<file path="src/rtl/core/assert_macros.svh">
// Assertion macros shared by the escape decoder RTL.
// Depends on nothing; clock and reset are taken as clk and rst_n.
`ifndef ASSERT_MACROS_SVH
`define ASSERT_MACROS_SVH

`ifndef ASSERT_OFF

// Property must hold at every clock edge outside reset.
`define ASSERT_CLK(lbl, prop, msg) \
    lbl: assert property (@(posedge clk) disable iff (!rst_n) (prop)) else $error(msg);

// Condition must never be seen at a clock edge outside reset.
`define ASSERT_NEVER(lbl, cond, msg) \
    lbl: assert property (@(posedge clk) disable iff (!rst_n) !(cond)) else $error(msg);

`else

`define ASSERT_CLK(lbl, prop, msg)
`define ASSERT_NEVER(lbl, cond, msg)

`endif

`endif

</file>
<file path="src/rtl/core/esd_pkg.sv">
// Package for the escape sequence decoder: widths, codes and result types.
// Depends on nothing.
`timescale 1ns / 1ps

package esd_pkg;

    localparam int CHAR_W  = 16;
    localparam int MODE_W  = 2;
    localparam int COUNT_W = 3;

    // Digit limits of the two numeric escapes.
    localparam int HEX_DIGITS_MAX = 4;
    localparam int OCT_DIGITS_MAX = 6;

    // Result queue geometry.
    localparam int FIFO_DEPTH = 4;
    localparam int FIFO_AW    = 2;
    localparam int FIFO_CW    = 3;

    // Decoder modes.
    localparam logic [MODE_W-1:0] MODE_NORMAL = 2'd0;
    localparam logic [MODE_W-1:0] MODE_ESC    = 2'd1;
    localparam logic [MODE_W-1:0] MODE_HEX    = 2'd2;
    localparam logic [MODE_W-1:0] MODE_OCT    = 2'd3;

    // Character codes.
    localparam logic [CHAR_W-1:0] CH_BSLASH = 16'h005C;
    localparam logic [CHAR_W-1:0] CH_LOW_R  = 16'h0072;
    localparam logic [CHAR_W-1:0] CH_LOW_N  = 16'h006E;
    localparam logic [CHAR_W-1:0] CH_LOW_T  = 16'h0074;
    localparam logic [CHAR_W-1:0] CH_LOW_B  = 16'h0062;
    localparam logic [CHAR_W-1:0] CH_LOW_X  = 16'h0078;
    localparam logic [CHAR_W-1:0] CH_DQUOTE = 16'h0022;
    localparam logic [CHAR_W-1:0] CH_SQUOTE = 16'h0027;
    localparam logic [CHAR_W-1:0] CH_ZERO   = 16'h0030;
    localparam logic [CHAR_W-1:0] CH_NINE   = 16'h0039;
    localparam logic [CHAR_W-1:0] CH_SEVEN  = 16'h0037;
    localparam logic [CHAR_W-1:0] CH_UP_A   = 16'h0041;
    localparam logic [CHAR_W-1:0] CH_UP_F   = 16'h0046;
    localparam logic [CHAR_W-1:0] CH_LOW_A  = 16'h0061;
    localparam logic [CHAR_W-1:0] CH_LOW_F  = 16'h0066;
    localparam logic [CHAR_W-1:0] CODE_CR   = 16'h000D;
    localparam logic [CHAR_W-1:0] CODE_LF   = 16'h000A;
    localparam logic [CHAR_W-1:0] CODE_TAB  = 16'h0009;
    localparam logic [CHAR_W-1:0] CODE_BS   = 16'h0008;

    // One decoded result word.
    typedef struct packed {
        logic [CHAR_W-1:0] out_char;
        logic              end_marker;
        logic              last_of_run;
    } result_t;

    // Results produced by one input word, in order.
    typedef struct packed {
        logic [1:0] num;
        result_t    first;
        result_t    second;
    } push_t;

    // Hex digit value with a valid flag in the top bit.
    function automatic logic [4:0] hex_digit(input logic [CHAR_W-1:0] c);
        logic [4:0] r;
        r = 5'd0;
        if (c >= CH_ZERO && c <= CH_NINE)
        begin
            r = {1'b1, c[3:0]};
        end
        else if ((c >= CH_UP_A && c <= CH_UP_F) || (c >= CH_LOW_A && c <= CH_LOW_F))
        begin
            r = {1'b1, 4'(c[3:0] + 4'd9)};
        end
        return r;
    endfunction

    // Plain result word with the run flag cleared.
    function automatic result_t make_result(input logic [CHAR_W-1:0] ch, input logic fin);
        result_t r;
        r.out_char    = ch;
        r.end_marker  = fin;
        r.last_of_run = 1'b0;
        return r;
    endfunction

endpackage

</file>
<file path="src/rtl/core/esd_if.sv">
// Handshake interfaces for the text input and the decoded output channels.
// Depends on esd_pkg.
`timescale 1ns / 1ps

interface esd_in_if;
    import esd_pkg::*;

    logic              valid;
    logic              ready;
    logic [CHAR_W-1:0] in_char;
    logic              end_of_text;

    modport source (output valid, output in_char, output end_of_text, input ready);
    modport sink   (input valid, input in_char, input end_of_text, output ready);
endinterface

interface esd_out_if;
    import esd_pkg::*;

    logic              valid;
    logic              ready;
    logic [CHAR_W-1:0] out_char;
    logic              end_marker;
    logic              last_of_run;

    modport source (output valid, output out_char, output end_marker, output last_of_run,
                    input ready);
    modport sink   (input valid, input out_char, input end_marker, input last_of_run,
                    output ready);
endinterface

</file>
<file path="src/rtl/core/escape_sequence_decoder.sv">
// Top level of the escape sequence decoder: input word register, decode
// step and result queue. Uses esd_pkg, esd_if, esd_decode, esd_res_fifo.
//
//  Channel   Direction  Payload
//  text      sink       in_char[15:0], end_of_text
//  decoded   source     out_char[15:0], end_marker, last_of_run
//
// A word is registered on acceptance and, once two queue slots are free,
// decoded from that register into the result queue; its results are written
// into the queue registers and are taken from the queue head.
// One word is taken per cycle unless decode waits; two results of a word leave
// singly by the one result port, which sets the rate for runs of such words.
// The decode stage waits while fewer than two of the four queue slots are free.
// Reset is asynchronous, active low, and clears decoder state and the queue.
`timescale 1ns / 1ps

module escape_sequence_decoder (
    input logic           clk,
    input logic           rst_n,
    esd_in_if.sink        text,
    esd_out_if.source     decoded
);
    import esd_pkg::*;

    logic              hold_valid_reg;
    logic [CHAR_W-1:0] hold_char_reg;
    logic              hold_end_reg;
    logic              room_two;
    logic              fire;
    logic              head_valid;
    push_t             push;
    result_t           head;

    assign fire       = hold_valid_reg && room_two;
    assign text.ready = !hold_valid_reg || fire;

    // Input word register.
    always_ff @(posedge clk or negedge rst_n)
    begin
        if (!rst_n)
        begin
            hold_valid_reg <= 1'b0;
        end
        else if (text.ready)
        begin
            hold_valid_reg <= text.valid;
        end
    end

    always_ff @(posedge clk)
    begin
        if (text.ready && text.valid)
        begin
            hold_char_reg <= text.in_char;
            hold_end_reg  <= text.end_of_text;
        end
    end

    // Decode step.
    esd_decode u_decode (
        .clk         (clk),
        .rst_n       (rst_n),
        .fire        (fire),
        .in_char     (hold_char_reg),
        .end_of_text (hold_end_reg),
        .push        (push)
    );

    // Result queue.
    esd_res_fifo u_fifo (
        .clk        (clk),
        .rst_n      (rst_n),
        .push       (push),
        .room_two   (room_two),
        .head_valid (head_valid),
        .head       (head),
        .pop        (decoded.ready)
    );

    assign decoded.valid       = head_valid;
    assign decoded.out_char    = head.out_char;
    assign decoded.end_marker  = head.end_marker;
    assign decoded.last_of_run = head.last_of_run;

endmodule

</file>
<file path="src/rtl/core/esd_decode.sv">
// Escape decoding step: mode, digit count and value registers plus the
// logic that turns one text word into up to two result words. Uses esd_pkg.
`timescale 1ns / 1ps
`include "assert_macros.svh"

module esd_decode (
    input  logic                      clk,
    input  logic                      rst_n,
    input  logic                      fire,
    input  logic [esd_pkg::CHAR_W-1:0] in_char,
    input  logic                      end_of_text,
    output esd_pkg::push_t            push
);
    import esd_pkg::*;

    localparam logic [COUNT_W-1:0] HEX_LIM = COUNT_W'(HEX_DIGITS_MAX);
    localparam logic [COUNT_W-1:0] OCT_LIM = COUNT_W'(OCT_DIGITS_MAX);

    logic [MODE_W-1:0]  mode_reg,  mode_next;
    logic [COUNT_W-1:0] count_reg, count_next;
    logic [CHAR_W-1:0]  value_reg, value_next;

    push_t              res;
    logic [4:0]         hex_d;
    logic               is_oct;
    logic               dig_ok;
    logic [CHAR_W-1:0]  acc;
    logic [COUNT_W-1:0] cnt_inc;
    logic [COUNT_W-1:0] lim;

    // Digit classification and accumulation for the collecting modes.
    always_comb
    begin
        hex_d   = hex_digit(in_char);
        is_oct  = (in_char >= CH_ZERO) && (in_char <= CH_SEVEN);
        cnt_inc = count_reg + COUNT_W'(1);
        if (mode_reg == MODE_HEX)
        begin
            dig_ok = hex_d[4];
            acc    = {value_reg[CHAR_W-5:0], hex_d[3:0]};
            lim    = HEX_LIM;
        end
        else
        begin
            dig_ok = is_oct;
            acc    = {value_reg[CHAR_W-4:0], in_char[2:0]};
            lim    = OCT_LIM;
        end
    end

    // Next state and results of one word.
    always_comb
    begin
        mode_next  = mode_reg;
        count_next = count_reg;
        value_next = value_reg;
        res        = '0;

        if (end_of_text)
        begin
            if (mode_reg == MODE_ESC)
            begin
                res.num    = 2'd2;
                res.first  = make_result(CH_BSLASH, 1'b0);
                res.second = make_result('0, 1'b1);
            end
            else if ((mode_reg == MODE_HEX || mode_reg == MODE_OCT) && count_reg != '0)
            begin
                res.num    = 2'd2;
                res.first  = make_result(value_reg, 1'b0);
                res.second = make_result('0, 1'b1);
            end
            else
            begin
                res.num   = 2'd1;
                res.first = make_result('0, 1'b1);
            end
            mode_next  = MODE_NORMAL;
            count_next = '0;
            value_next = '0;
        end
        else
        begin
            case (mode_reg)
                MODE_NORMAL:
                begin
                    if (in_char == CH_BSLASH)
                    begin
                        mode_next = MODE_ESC;
                    end
                    else
                    begin
                        res.num   = 2'd1;
                        res.first = make_result(in_char, 1'b0);
                    end
                end
                MODE_ESC:
                begin
                    mode_next = MODE_NORMAL;
                    res.num   = 2'd1;
                    case (in_char)
                        CH_LOW_R:  res.first = make_result(CODE_CR, 1'b0);
                        CH_LOW_N:  res.first = make_result(CODE_LF, 1'b0);
                        CH_LOW_T:  res.first = make_result(CODE_TAB, 1'b0);
                        CH_LOW_B:  res.first = make_result(CODE_BS, 1'b0);
                        CH_DQUOTE: res.first = make_result(CH_DQUOTE, 1'b0);
                        CH_SQUOTE: res.first = make_result(CH_SQUOTE, 1'b0);
                        CH_BSLASH: res.first = make_result(CH_BSLASH, 1'b0);
                        CH_LOW_X:
                        begin
                            res.num    = 2'd0;
                            mode_next  = MODE_HEX;
                            count_next = '0;
                            value_next = '0;
                        end
                        default:
                        begin
                            if (is_oct)
                            begin
                                // A leading octal digit opens an octal run.
                                if (COUNT_W'(1) >= OCT_LIM)
                                begin
                                    res.first  = make_result({13'd0, in_char[2:0]}, 1'b0);
                                    count_next = '0;
                                    value_next = '0;
                                end
                                else
                                begin
                                    res.num    = 2'd0;
                                    mode_next  = MODE_OCT;
                                    count_next = COUNT_W'(1);
                                    value_next = {13'd0, in_char[2:0]};
                                end
                            end
                            else
                            begin
                                // Unknown escape keeps its backslash.
                                res.num    = 2'd2;
                                res.first  = make_result(CH_BSLASH, 1'b0);
                                res.second = make_result(in_char, 1'b0);
                            end
                        end
                    endcase
                end
                default:
                begin
                    if (dig_ok)
                    begin
                        if (cnt_inc >= lim)
                        begin
                            res.num    = 2'd1;
                            res.first  = make_result(acc, 1'b0);
                            mode_next  = MODE_NORMAL;
                            count_next = '0;
                            value_next = '0;
                        end
                        else
                        begin
                            count_next = cnt_inc;
                            value_next = acc;
                        end
                    end
                    else
                    begin
                        // Non-digit ends the run: value, then the char unless a backslash.
                        res.first  = make_result(value_reg, 1'b0);
                        count_next = '0;
                        value_next = '0;
                        if (in_char == CH_BSLASH)
                        begin
                            res.num   = 2'd1;
                            mode_next = MODE_ESC;
                        end
                        else
                        begin
                            res.num    = 2'd2;
                            res.second = make_result(in_char, 1'b0);
                            mode_next  = MODE_NORMAL;
                        end
                    end
                end
            endcase
        end

        // Flag the final result of this word.
        if (res.num == 2'd1)
        begin
            res.first.last_of_run = 1'b1;
        end
        else if (res.num == 2'd2)
        begin
            res.second.last_of_run = 1'b1;
        end

        if (!fire)
        begin
            res.num = 2'd0;
        end
    end

    assign push = res;

    // Decoder state registers.
    always_ff @(posedge clk or negedge rst_n)
    begin
        if (!rst_n)
        begin
            mode_reg  <= MODE_NORMAL;
            count_reg <= '0;
            value_reg <= '0;
        end
        else if (fire)
        begin
            mode_reg  <= mode_next;
            count_reg <= count_next;
            value_reg <= value_next;
        end
    end

    // An end word leaves the decoder in its reset state.
    `ASSERT_CLK(a_end_clears, (fire && end_of_text) |=> (mode_reg == MODE_NORMAL && count_reg == '0 && value_reg == '0), "decoder state not cleared after end word")
    // An end word always produces an end marker as its last result.
    `ASSERT_CLK(a_end_marks, (fire && end_of_text) |-> ((push.num == 2'd1 && push.first.end_marker) || (push.num == 2'd2 && push.second.end_marker)), "end word without end marker")
    // Collecting modes never hold a count at or beyond the limit.
    `ASSERT_NEVER(a_count_limit, (mode_reg == MODE_OCT && count_reg >= OCT_LIM) || (mode_reg == MODE_HEX && count_reg >= HEX_LIM), "digit count beyond limit")

endmodule

</file>
<file path="src/rtl/core/esd_res_fifo.sv">
// Four-entry result queue that takes up to two words per cycle and
// hands out one per cycle while it holds a word and pop is high. Uses esd_pkg.
`timescale 1ns / 1ps
`include "assert_macros.svh"

module esd_res_fifo (
    input  logic             clk,
    input  logic             rst_n,
    input  esd_pkg::push_t   push,
    output logic             room_two,
    output logic             head_valid,
    output esd_pkg::result_t head,
    input  logic             pop
);
    import esd_pkg::*;

    result_t            mem [FIFO_DEPTH];
    logic [FIFO_AW-1:0] wr_ptr_reg, wr_ptr_next;
    logic [FIFO_AW-1:0] rd_ptr_reg, rd_ptr_next;
    logic [FIFO_CW-1:0] count_reg,  count_next;
    logic [FIFO_AW-1:0] wr_ptr_p1;
    logic               do_pop;

    // Pointer and fill arithmetic.
    always_comb
    begin
        do_pop      = pop && head_valid;
        wr_ptr_p1   = wr_ptr_reg + FIFO_AW'(1);
        wr_ptr_next = wr_ptr_reg + FIFO_AW'(push.num);
        rd_ptr_next = rd_ptr_reg + FIFO_AW'(do_pop);
        count_next  = count_reg + FIFO_CW'(push.num) - FIFO_CW'(do_pop);
    end

    assign head_valid = (count_reg != '0);
    assign head       = mem[rd_ptr_reg];
    assign room_two   = (count_reg <= FIFO_CW'(FIFO_DEPTH - 2));

    // Storage writes.
    always_ff @(posedge clk)
    begin
        if (push.num != 2'd0)
        begin
            mem[wr_ptr_reg] <= push.first;
        end
        if (push.num == 2'd2)
        begin
            mem[wr_ptr_p1] <= push.second;
        end
    end

    // Control registers.
    always_ff @(posedge clk or negedge rst_n)
    begin
        if (!rst_n)
        begin
            wr_ptr_reg <= '0;
            rd_ptr_reg <= '0;
            count_reg  <= '0;
        end
        else
        begin
            wr_ptr_reg <= wr_ptr_next;
            rd_ptr_reg <= rd_ptr_next;
            count_reg  <= count_next;
        end
    end

    // Words are pushed only when two slots are free.
    `ASSERT_CLK(a_push_room, (push.num != 2'd0) |-> (count_reg <= FIFO_CW'(FIFO_DEPTH - 2)), "push into full result queue")
    // Fill level never exceeds the depth.
    `ASSERT_NEVER(a_fill_bound, count_reg > FIFO_CW'(FIFO_DEPTH), "result queue overflow")
    // Pointers stay consistent with the fill level.
    `ASSERT_CLK(a_ptr_gap, FIFO_AW'(wr_ptr_reg - rd_ptr_reg) == FIFO_AW'(count_reg), "queue pointers disagree with fill")

endmodule
</file>
<file path="src/flat_wrapper.sv">
// flat-port wrapper written by rule: the top's interface ports become plain ports
module escape_sequence_decoder_flat import esd_pkg::*;
  (clk, rst_n, text_valid, text_in_char, text_end_of_text, text_ready, decoded_valid, decoded_out_char, decoded_end_marker, decoded_last_of_run, decoded_ready);
  esd_in_if text_i ();
  esd_out_if decoded_i ();
  input logic clk;
  input logic rst_n;
  input wire logic [$bits(text_i.valid)-1:0] text_valid;
  input wire logic [$bits(text_i.in_char)-1:0] text_in_char;
  input wire logic [$bits(text_i.end_of_text)-1:0] text_end_of_text;
  output wire logic [$bits(text_i.ready)-1:0] text_ready;
  output wire logic [$bits(decoded_i.valid)-1:0] decoded_valid;
  output wire logic [$bits(decoded_i.out_char)-1:0] decoded_out_char;
  output wire logic [$bits(decoded_i.end_marker)-1:0] decoded_end_marker;
  output wire logic [$bits(decoded_i.last_of_run)-1:0] decoded_last_of_run;
  input wire logic [$bits(decoded_i.ready)-1:0] decoded_ready;
  assign text_i.valid = text_valid;
  assign text_i.in_char = text_in_char;
  assign text_i.end_of_text = text_end_of_text;
  assign text_ready = text_i.ready;
  assign decoded_valid = decoded_i.valid;
  assign decoded_out_char = decoded_i.out_char;
  assign decoded_end_marker = decoded_i.end_marker;
  assign decoded_last_of_run = decoded_i.last_of_run;
  assign decoded_i.ready = decoded_ready;
  escape_sequence_decoder u_core (.clk(clk), .rst_n(rst_n), .text(text_i), .decoded(decoded_i));
endmodule
</file>
<file path="config.mk">
export PLATFORM = sky130hd
export DESIGN_NAME = escape_sequence_decoder_flat
export DESIGN_NICKNAME = d
export VERILOG_FILES = /design/src/rtl/core/esd_pkg.sv /design/src/rtl/core/esd_if.sv /design/src/rtl/core/escape_sequence_decoder.sv /design/src/rtl/core/esd_decode.sv /design/src/rtl/core/esd_res_fifo.sv /design/src/flat_wrapper.sv
export VERILOG_INCLUDE_DIRS = /design/src /design/src/rtl/core
export SDC_FILE = /design/constraint.sdc
export NUM_CORES = 1
export LEC_CHECK = 0
export BUFFER_PORTS_ARGS = -buffer_cell sky130_fd_sc_hd__buf_2
export CORE_ASPECT_RATIO = 0.75
export CORE_UTILIZATION = 38
export CTS_CLUSTER_DIAMETER = 50
export CTS_CLUSTER_SIZE = 25
export DETAILED_ROUTE_END_ITERATION = 6
export PLACE_DENSITY_LB_ADDON = 0.2
export SLEW_MARGIN = 20
export SYNTH_ARGS = -nofsm -noshare
export SYNTH_HDL_FRONTEND = slang
export SYNTH_SLANG_ARGS = --single-unit
</file>
<file path="constraint.sdc">
create_clock -name clk -period 5.5 [get_ports clk]
set_clock_uncertainty 0.1 [all_clocks]
set_input_delay 0.275 -clock clk [delete_from_list [all_inputs] [get_ports clk]]
set_output_delay 0.275 -clock clk [all_outputs]
set_load 0.02 [all_outputs]
</file>
# [After elaboration in Yosys (flattened, before gate mapping)]
# Memories as Yosys holds them, arrays and structs flattened.
# Index checks and enable logic that the tools add are counted.
# Widths: inputs -> output; s select.
[totals] regBits=46 ramBits=72 inputBits=21 out_inout_bits=20 word_cells=115 n_memories=1
[memory_table] name="u_core.u_fifo.mem" depth=4 word_bits=18 rd=1 rd_ports_with_merged_regs=0 write_ports=2 line_no="esd_res_fifo.sv:17" rtl="result_t mem [FIFO_DEPTH];"
[op_classes] n_addsub=7 order_cmp=9 eq_ne=19 muxes=50 reduce_logical=20
[op_table] operator="$eq 16x7->1 const B" n=6
[op_table] operator="$mux 16" n=5
[op_table] operator="$mux 38" n=2
[op_table] operator="$pmux 9 s8" n=1
[op_table] operator="$pmux 16 s2" n=2
[op_table] operator="$mux 18" n=3
[op_table] operator="$mux 20" n=2
[op_table] operator="$pmux 20 s2" n=1
[op_table] operator="$mux 19" n=2
[op_table] operator="$pmux 18 s2" n=1
[op_table] operator="$eq 16x6->1 const B" n=2
[op_table] operator="$ge 16x7->1 const B" n=2
[op_table] operator="$le 16x6->1 const B" n=2
[op_table] operator="$le 16x7->1 const B" n=2
[op_table] operator="$mux 27" n=1
[op_table] operator="$mux 2" n=10
[op_table] operator="$ge 16x6->1 const B" n=1
[op_table] operator="$mux 3" n=4
[op_table] operator="$pmux 2 s2" n=3
[op_table] operator="$pmux 3 s2" n=2
[op_table] operator="$mux 5" n=2
[op_table] operator="$mux 1" n=9
[op_table] operator="$eq 2x2->1 const B" n=4
[op_table] operator="$logic_and 1x1->1" n=8
[op_table] operator="23 further kinds" n=28

# [Depth between registers and ports, before layout]
[logic_depth] depth_word=14 depth_mapped=17 depth_no_buf=16

# [Hierarchy]
# A second synthesis with hierarchy kept.
[unflattened] cells_unflattened=560 hier_area_um2=7016.7
[by_module_without_submodules] mod="esd_res_fifo" n_inst=1 cells_each=220 area_per_inst_um2=3950.0 seq_area_each_um2=2337.2
[by_module_without_submodules] mod="esd_decode" n_inst=1 cells_each=318 area_per_inst_um2=2496.1 seq_area_each_um2=525.5
[by_module_without_submodules] mod="escape_sequence_decoder" n_inst=1 cells_each=22 area_per_inst_um2=570.5 seq_area_each_um2=535.5

# [Worst setup path before layout]
# Ideal clock, no wire load.
[synth_path] kind="reg2reg" start="reg u_core.hold_char_reg[0]" end="mem u_core.u_fifo.mem[1][0] (netlist name), enable pin" setup_time_ns=0.416 arrival_ns=3.487 t_required_ns=4.984 setup_slack_ns=1.497 path_stages_with_launch=12 path_buffers=1 period_less_slack_ns=4.003 path_cell_list="edfxtp_1 -> inv_2 -> ha_1 -> nor2b_1 -> a2111oi_4 -> nor2_1 -> a31oi_4 -> o21bai_1 -> a31oi_4 -> buf_6 -> a21oi_1 -> nor3_1"
[synth_rtl] item="start: declaration" line_no="escape_sequence_decoder.sv:26" rtl="logic [CHAR_W-1:0] hold_char_reg;"
[synth_rtl] item="start signal: assignment" line_no="escape_sequence_decoder.sv:54" rtl="hold_char_reg <= text.in_char;"
[synth_rtl] item="end: declaration" line_no="esd_res_fifo.sv:17"

# [Worst setup path after layout]
[layout_path] start="reg u_core.u_decode.mode_reg[1]" end="reg u_core.u_fifo.count_reg[2]"
[layout_between] elab_chain_len=10 elab_cells_between_ends=18 classes_between="add/sub: 2; order compare: 1; eq/ne: 3; mux: 9; reduce/logical: 3"
[layout_rtl] item="start: declaration" line_no="esd_decode.sv:19" rtl="logic [MODE_W-1:0] mode_reg, mode_next;"
[layout_rtl] item="start signal: assignment" line_no="esd_decode.sv:214" rtl="mode_reg <= mode_next;"
[layout_rtl] item="$eq 2x2->1" line_no="esd_decode.sv:37, esd_decode.sv:67"
[layout_rtl] item="$mux 2" line_no="esd_decode.sv:37" rtl="if (mode_reg == MODE_HEX)"
[layout_rtl] item="$ge 3x3->1" line_no="esd_decode.sv:149" rtl="if (cnt_inc >= lim)"
[layout_rtl] item="$mux 19" line_no="esd_decode.sv:149"
[layout_rtl] item="$mux 20" line_no="esd_decode.sv:147" rtl="if (dig_ok)"
[layout_rtl] item="$pmux 20 s2" line_no="esd_decode.sv:84" rtl="case (mode_reg)"
[layout_rtl] item="$mux 38 (*)" line_no="esd_decode.sv:59" rtl="if (end_of_text)"
[layout_rtl] item="$mux 2 (*)" line_no="esd_decode.sv:195" rtl="if (!fire)"
[layout_rtl] item="$add 3x2->3 (*)" line_no="esd_res_fifo.sv:31" rtl="count_next = count_reg + FIFO_CW'(push.num) - FIFO_CW'(do_pop);"
[layout_rtl] item="$sub 3x1->3 (*)" line_no="esd_res_fifo.sv:31"
[layout_rtl] item="via u_core.u_fifo.count_next[2]" line_no="esd_res_fifo.sv:20" rtl="logic [FIFO_CW-1:0] count_reg, count_next;"
[layout_rtl] item="end signal: assignment" line_no="esd_res_fifo.sv:64" rtl="count_reg <= count_next;"
[layout_rtl] item="end: declaration" line_no="esd_res_fifo.sv:20"
# The timed path passes the listed nets; every way through them passes the cells marked *.
# A chain may end at the register's enable or synchronous reset.

==> impl_metrics.py <==
metrics = {
    "routing": {
        "final_wl_um": 19000,
        "num_vias": 5107,
        "ant_nets": 0,
        "detailedRoute.firstIterationViolations": 499,
        "post_drt_wl_per_cell_um": 21.2,
        "route.detailed.drc": 0,
        "drt_pass1_iterations": 5,
        "post_drt_via_cell_ratio": 5.69,
    },
    "layout": {
        "layout-area-overhead-vs-synth_pct": 16.3,
        "largest_register_ffs": 72,
        "final_layout_size_suffix_gt1_share_pct": 19.7,
        "antennaDiodeCount": 0,
        "fin_nets": 678,
        "finish.instance_area_mm2": 0.00797,
    },
    "yosys": {
        "synth_top_flop_cell": "sky130_fd_sc_hd__edfxtp_1",
        "yosysWarnings": 0,
        "mappedNetlistNets": 624,
        "post_synth_instance_area_mm2": 0.00685,
        "synth_cell_type_count": 75,
        "synth.cells.most_frequent": "sky130_fd_sc_hd__edfxtp_1 (89), sky130_fd_sc_hd__nand2_1 (64), sky130_fd_sc_hd__mux2i_1 (56)",
        "synth.ff_latch_count": 118,
        "yosysMostFrequentCell": "sky130_fd_sc_hd__edfxtp_1",
        "synth-edff-count": 89,
        "portion_of_the_post_synthesis_area_used_by_sequential_elements_pct": 49.6,
        "asyncSetResetFlopFracSynth_pct": 24.6,
        "netlist_instances": 590,
        "synth_top_cell_by_area": "sky130_fd_sc_hd__edfxtp_1",
        "synth_largest_type_area_fraction_pct": 39.0,
        "netlist_top_cells_area": "sky130_fd_sc_hd__edfxtp_1 (39%), sky130_fd_sc_hd__dfrtp_1 (11%), sky130_fd_sc_hd__mux2i_1 (8.2%)",
        "postSynthAreaPerCell_um2": 11.6,
    },
    "floorplanning": {
        "die_h_um": 118,
        "ios": 41,
        "design.die.area_mm2": 0.0186,
        "floorplan.rows": 42,
        "start_util_pct": 38.8,
        "floorplan_core_area_mm2": 0.0177,
        "dieWidth_um": 157,
    },
    "worst_setup_path": {
        "timing.critical_path.required_ns": 5.73,
        "r2r_start": "u_core.u_decode.mode_reg[1]",
        "worst-setup-path-type": "flop to flop",
        "endpoint_kind": "flop",
        "worst-r2r-setup-slack_ns": 1.04,
        "worst_setup_path_start_kind": "flop",
        "timing.critical_path.fanout_max": 21,
        "r2r_end": "u_core.u_fifo.count_reg[2]",
        "reg2regPathDepth": 16,
        "arrival_time_at_the_worst_endpoint_ns": 4.69,
    },
    "power_and_ir_drop": {
        "fin_total_pwr_mw": 3.97,
        "combPwrFrac_pct": 38.7,
        "peakVddDrop_mv": 0.255,
        "switching_power_mw": 1.54,
        "seq_pwr_share_pct": 36.5,
        "sw_frac_of_total_pct": 38.9,
        "power.clock.fraction_pct": 24.8,
        "p_leak_nw": 3.12,
        "design_internal_power_mw": 2.42,
        "p_per_area_mw_per_mm2": 497,
    },
    "placement": {
        "count_of_buffers_inserted_at_the_top_level_ports": 40,
        "postPlaceCellArea_mm2": 0.00727,
        "place_congestion": 0.848,
        "detailedPlacementHpwl_um": 13000,
    },
    "timing": {
        "worst_slew_margin_rel_pct": 31.9,
        "final.period_utilization_pct": 81.1,
        "fin_hold_ws_ns": 0.169,
        "final_max_slew_viol_count": 0,
        "setup-violations-final": 0,
        "report.final.hold_viol_count": 0,
        "transition_time_of_the_tightest_slew_check_pin_ns": 1.01,
        "max_freq_ghz": 0.224,
        "setup_repair_after_global_routing_missed_its_margin": "no",
        "period_needed_ns": 4.46,
        "timing.setup.tns_ns": 0,
    },
    "global_route": {
        "initial_antenna_violation_count": 0,
        "groute.usage.overall_pct": 21.6,
        "first_pass_grt_wire_length_um": 29500,
        "vias_in_the_first_global_route": 5113,
        "grt_max_degree": 30,
        "overflow": 0,
    },
    "clocking": {
        "cts-root-buf": "sky130_fd_sc_hd__clkbuf_16",
        "clock_insertion_delay_worst_skew_ns": 0.42,
        "worst_setup_hold_path_clk_slew_ns": 0.06,
        "cts_buffer_depth": 2,
        "cts.repair.resized": 0,
        "sinks_on_clock_net": 118,
        "cts_inserted_buffers": 17,
        "tritoncts_clock_tree": "yes",
        "ctsHtreeMaxLevel": 4,
    },
    "min_path": {
        "min_to": "u_core.u_fifo.rd_ptr_reg[0]",
        "holdCritPathClass": "input pin to flop",
        "whs_path_depth": 3,
        "timing.hold.worst.start": "decoded_ready",
    },
    "run_status": {
        "run_status": "complete, no violations",
    },
    "flow_run": {
        "drv.max_cap_violation_count": 0,
    },
}
-- metal layers --
metal / vias up / track usage, % / wire (µm)
li1: 2370 / - / -
met1: 2547 / 30.4 / 9060
met2: 169 / 32.8 / 8480
met3: 21 / 5.61 / 1250
met4: 0 / 6.31 / 255
met5: - / 0 / 0
-- cell families (layout without fill, tap and decap cells) --
logic type / count (synthesis) / after routing / share of synthesized area (%)
mux: 80 / 80 / 15.1
fa+ha+maj: 13 / 13 / 2.48
compound gates: 141 / 141 / 15.2
flops: 118 / 118 / 49.6
buf+inv: 55 / 121 / 3.61
xor+xnor: 5 / 5 / 0.639
simple gates: 178 / 178 / 13.3
-- power groups by stage --
stage / registers [mW] / clock network (mW) / logic [mW]
finish: 1.45 / 0.983 / 1.54
global route: 1.47 / 1.03 / 1.68
CTS: 1.45 / 0.994 / 1.55
detailed placement: 1.46 / 0 / 1.53
global placement: 1.45 / 0 / 1.51
floorplan: 1.35 / 0 / 1.16
-- cell usage in the layout, fill, tap and decap left out, types with 5 or more instances in the layout --
cell                             n
sky130_fd_sc_hd__o2bb2ai_1       8
sky130_fd_sc_hd__nor3_1          7
sky130_fd_sc_hd__mux4_2         18
sky130_fd_sc_hd__nor2b_1         5
sky130_fd_sc_hd__o21ai_1        16
sky130_fd_sc_hd__a21oi_1        23
sky130_fd_sc_hd__and2_1          6
sky130_fd_sc_hd__mux2i_1        56
sky130_fd_sc_hd__nor2_1         34
sky130_fd_sc_hd__buf_4          10
sky130_fd_sc_hd__nand2b_1        9
sky130_fd_sc_hd__dlygate4sd3_1  19
sky130_fd_sc_hd__a22o_1          7
sky130_fd_sc_hd__clkbuf_16      17
sky130_fd_sc_hd__ha_1           12
sky130_fd_sc_hd__nand2_1        64
sky130_fd_sc_hd__a32o_1         13
sky130_fd_sc_hd__nand4_1         8
sky130_fd_sc_hd__edfxtp_1       89
sky130_fd_sc_hd__dfrtp_1        29
sky130_fd_sc_hd__nand3_1         9
sky130_fd_sc_hd__buf_2          40
sky130_fd_sc_hd__inv_1          16
sky130_fd_sc_hd__o21ai_0        25
sky130_fd_sc_hd__and3_1          5
-- how the worst max path moves through the flow --
stage / start / to / slack, ns / cells past startpoint
2_1_floorplan: u_core.hold_char_reg[0] / u_core.u_fifo.mem[1][0] / 1.50 / 11
3_3_place_gp: u_core.u_decode.mode_reg[1] / u_core.u_fifo.count_reg[2] / 1.31 / 16
3_5_place_dp: u_core.u_decode.mode_reg[1] / u_core.u_fifo.count_reg[2] / 1.12 / 16
4_1_cts: u_core.u_decode.mode_reg[1] / u_core.u_fifo.count_reg[2] / 1.09 / 16
5_1_grt: u_core.u_decode.mode_reg[1] / u_core.u_fifo.count_reg[2] / 0.78 / 16
6_report: u_core.u_decode.mode_reg[1] / u_core.u_fifo.count_reg[2] / 1.04 / 16
-- metrics by stage --
stage / worst slack (ns) / util (%) / cells
global route: 0.785 / 45.2 / 898
detailed placement: 1.12 / 41.2 / 848
CTS: 1.09 / 45.2 / 898
global placement: 1.31 / 41.2 / 848
floorplan: 1.50 / - / 590
finish: 1.04 / 45.2 / 898
-- cell type report --
type,instances,area (µm²)
clock buffers,19,433
clock inverters,12,82.6
fillers,1657,9680
inverters,21,78.8
multi-input cells,417,3210
flip-flops and latches,118,3400
well taps,242,303
repair buffers,69,465
-- what timing repair did --
action                                 4_1_cts  5_1_grt
setup buffers                                0        0
endpoints found under the hold margin       47        0
hold buffers                                19        0
-- worst max-delay path, cell delays in order, from the launching register on --
cell and delay (ns):
sky130_fd_sc_hd__dfrtp_1 0.76, sky130_fd_sc_hd__nor2b_1 0.22, sky130_fd_sc_hd__buf_4 0.28, sky130_fd_sc_hd__inv_2 0.14, sky130_fd_sc_hd__ha_1 0.30, sky130_fd_sc_hd__a21boi_0 0.10
sky130_fd_sc_hd__a21o_1 0.22, sky130_fd_sc_hd__nor3_4 0.30, sky130_fd_sc_hd__a21oi_1 0.16, sky130_fd_sc_hd__o31ai_1 0.43, sky130_fd_sc_hd__nand2_1 0.15, sky130_fd_sc_hd__ha_1 0.30
sky130_fd_sc_hd__inv_1 0.04, sky130_fd_sc_hd__ha_1 0.18, sky130_fd_sc_hd__fa_1 0.38, sky130_fd_sc_hd__xnor2_1 0.17, sky130_fd_sc_hd__xnor2_1 0.15
Power figures use the tool's default switching activity.
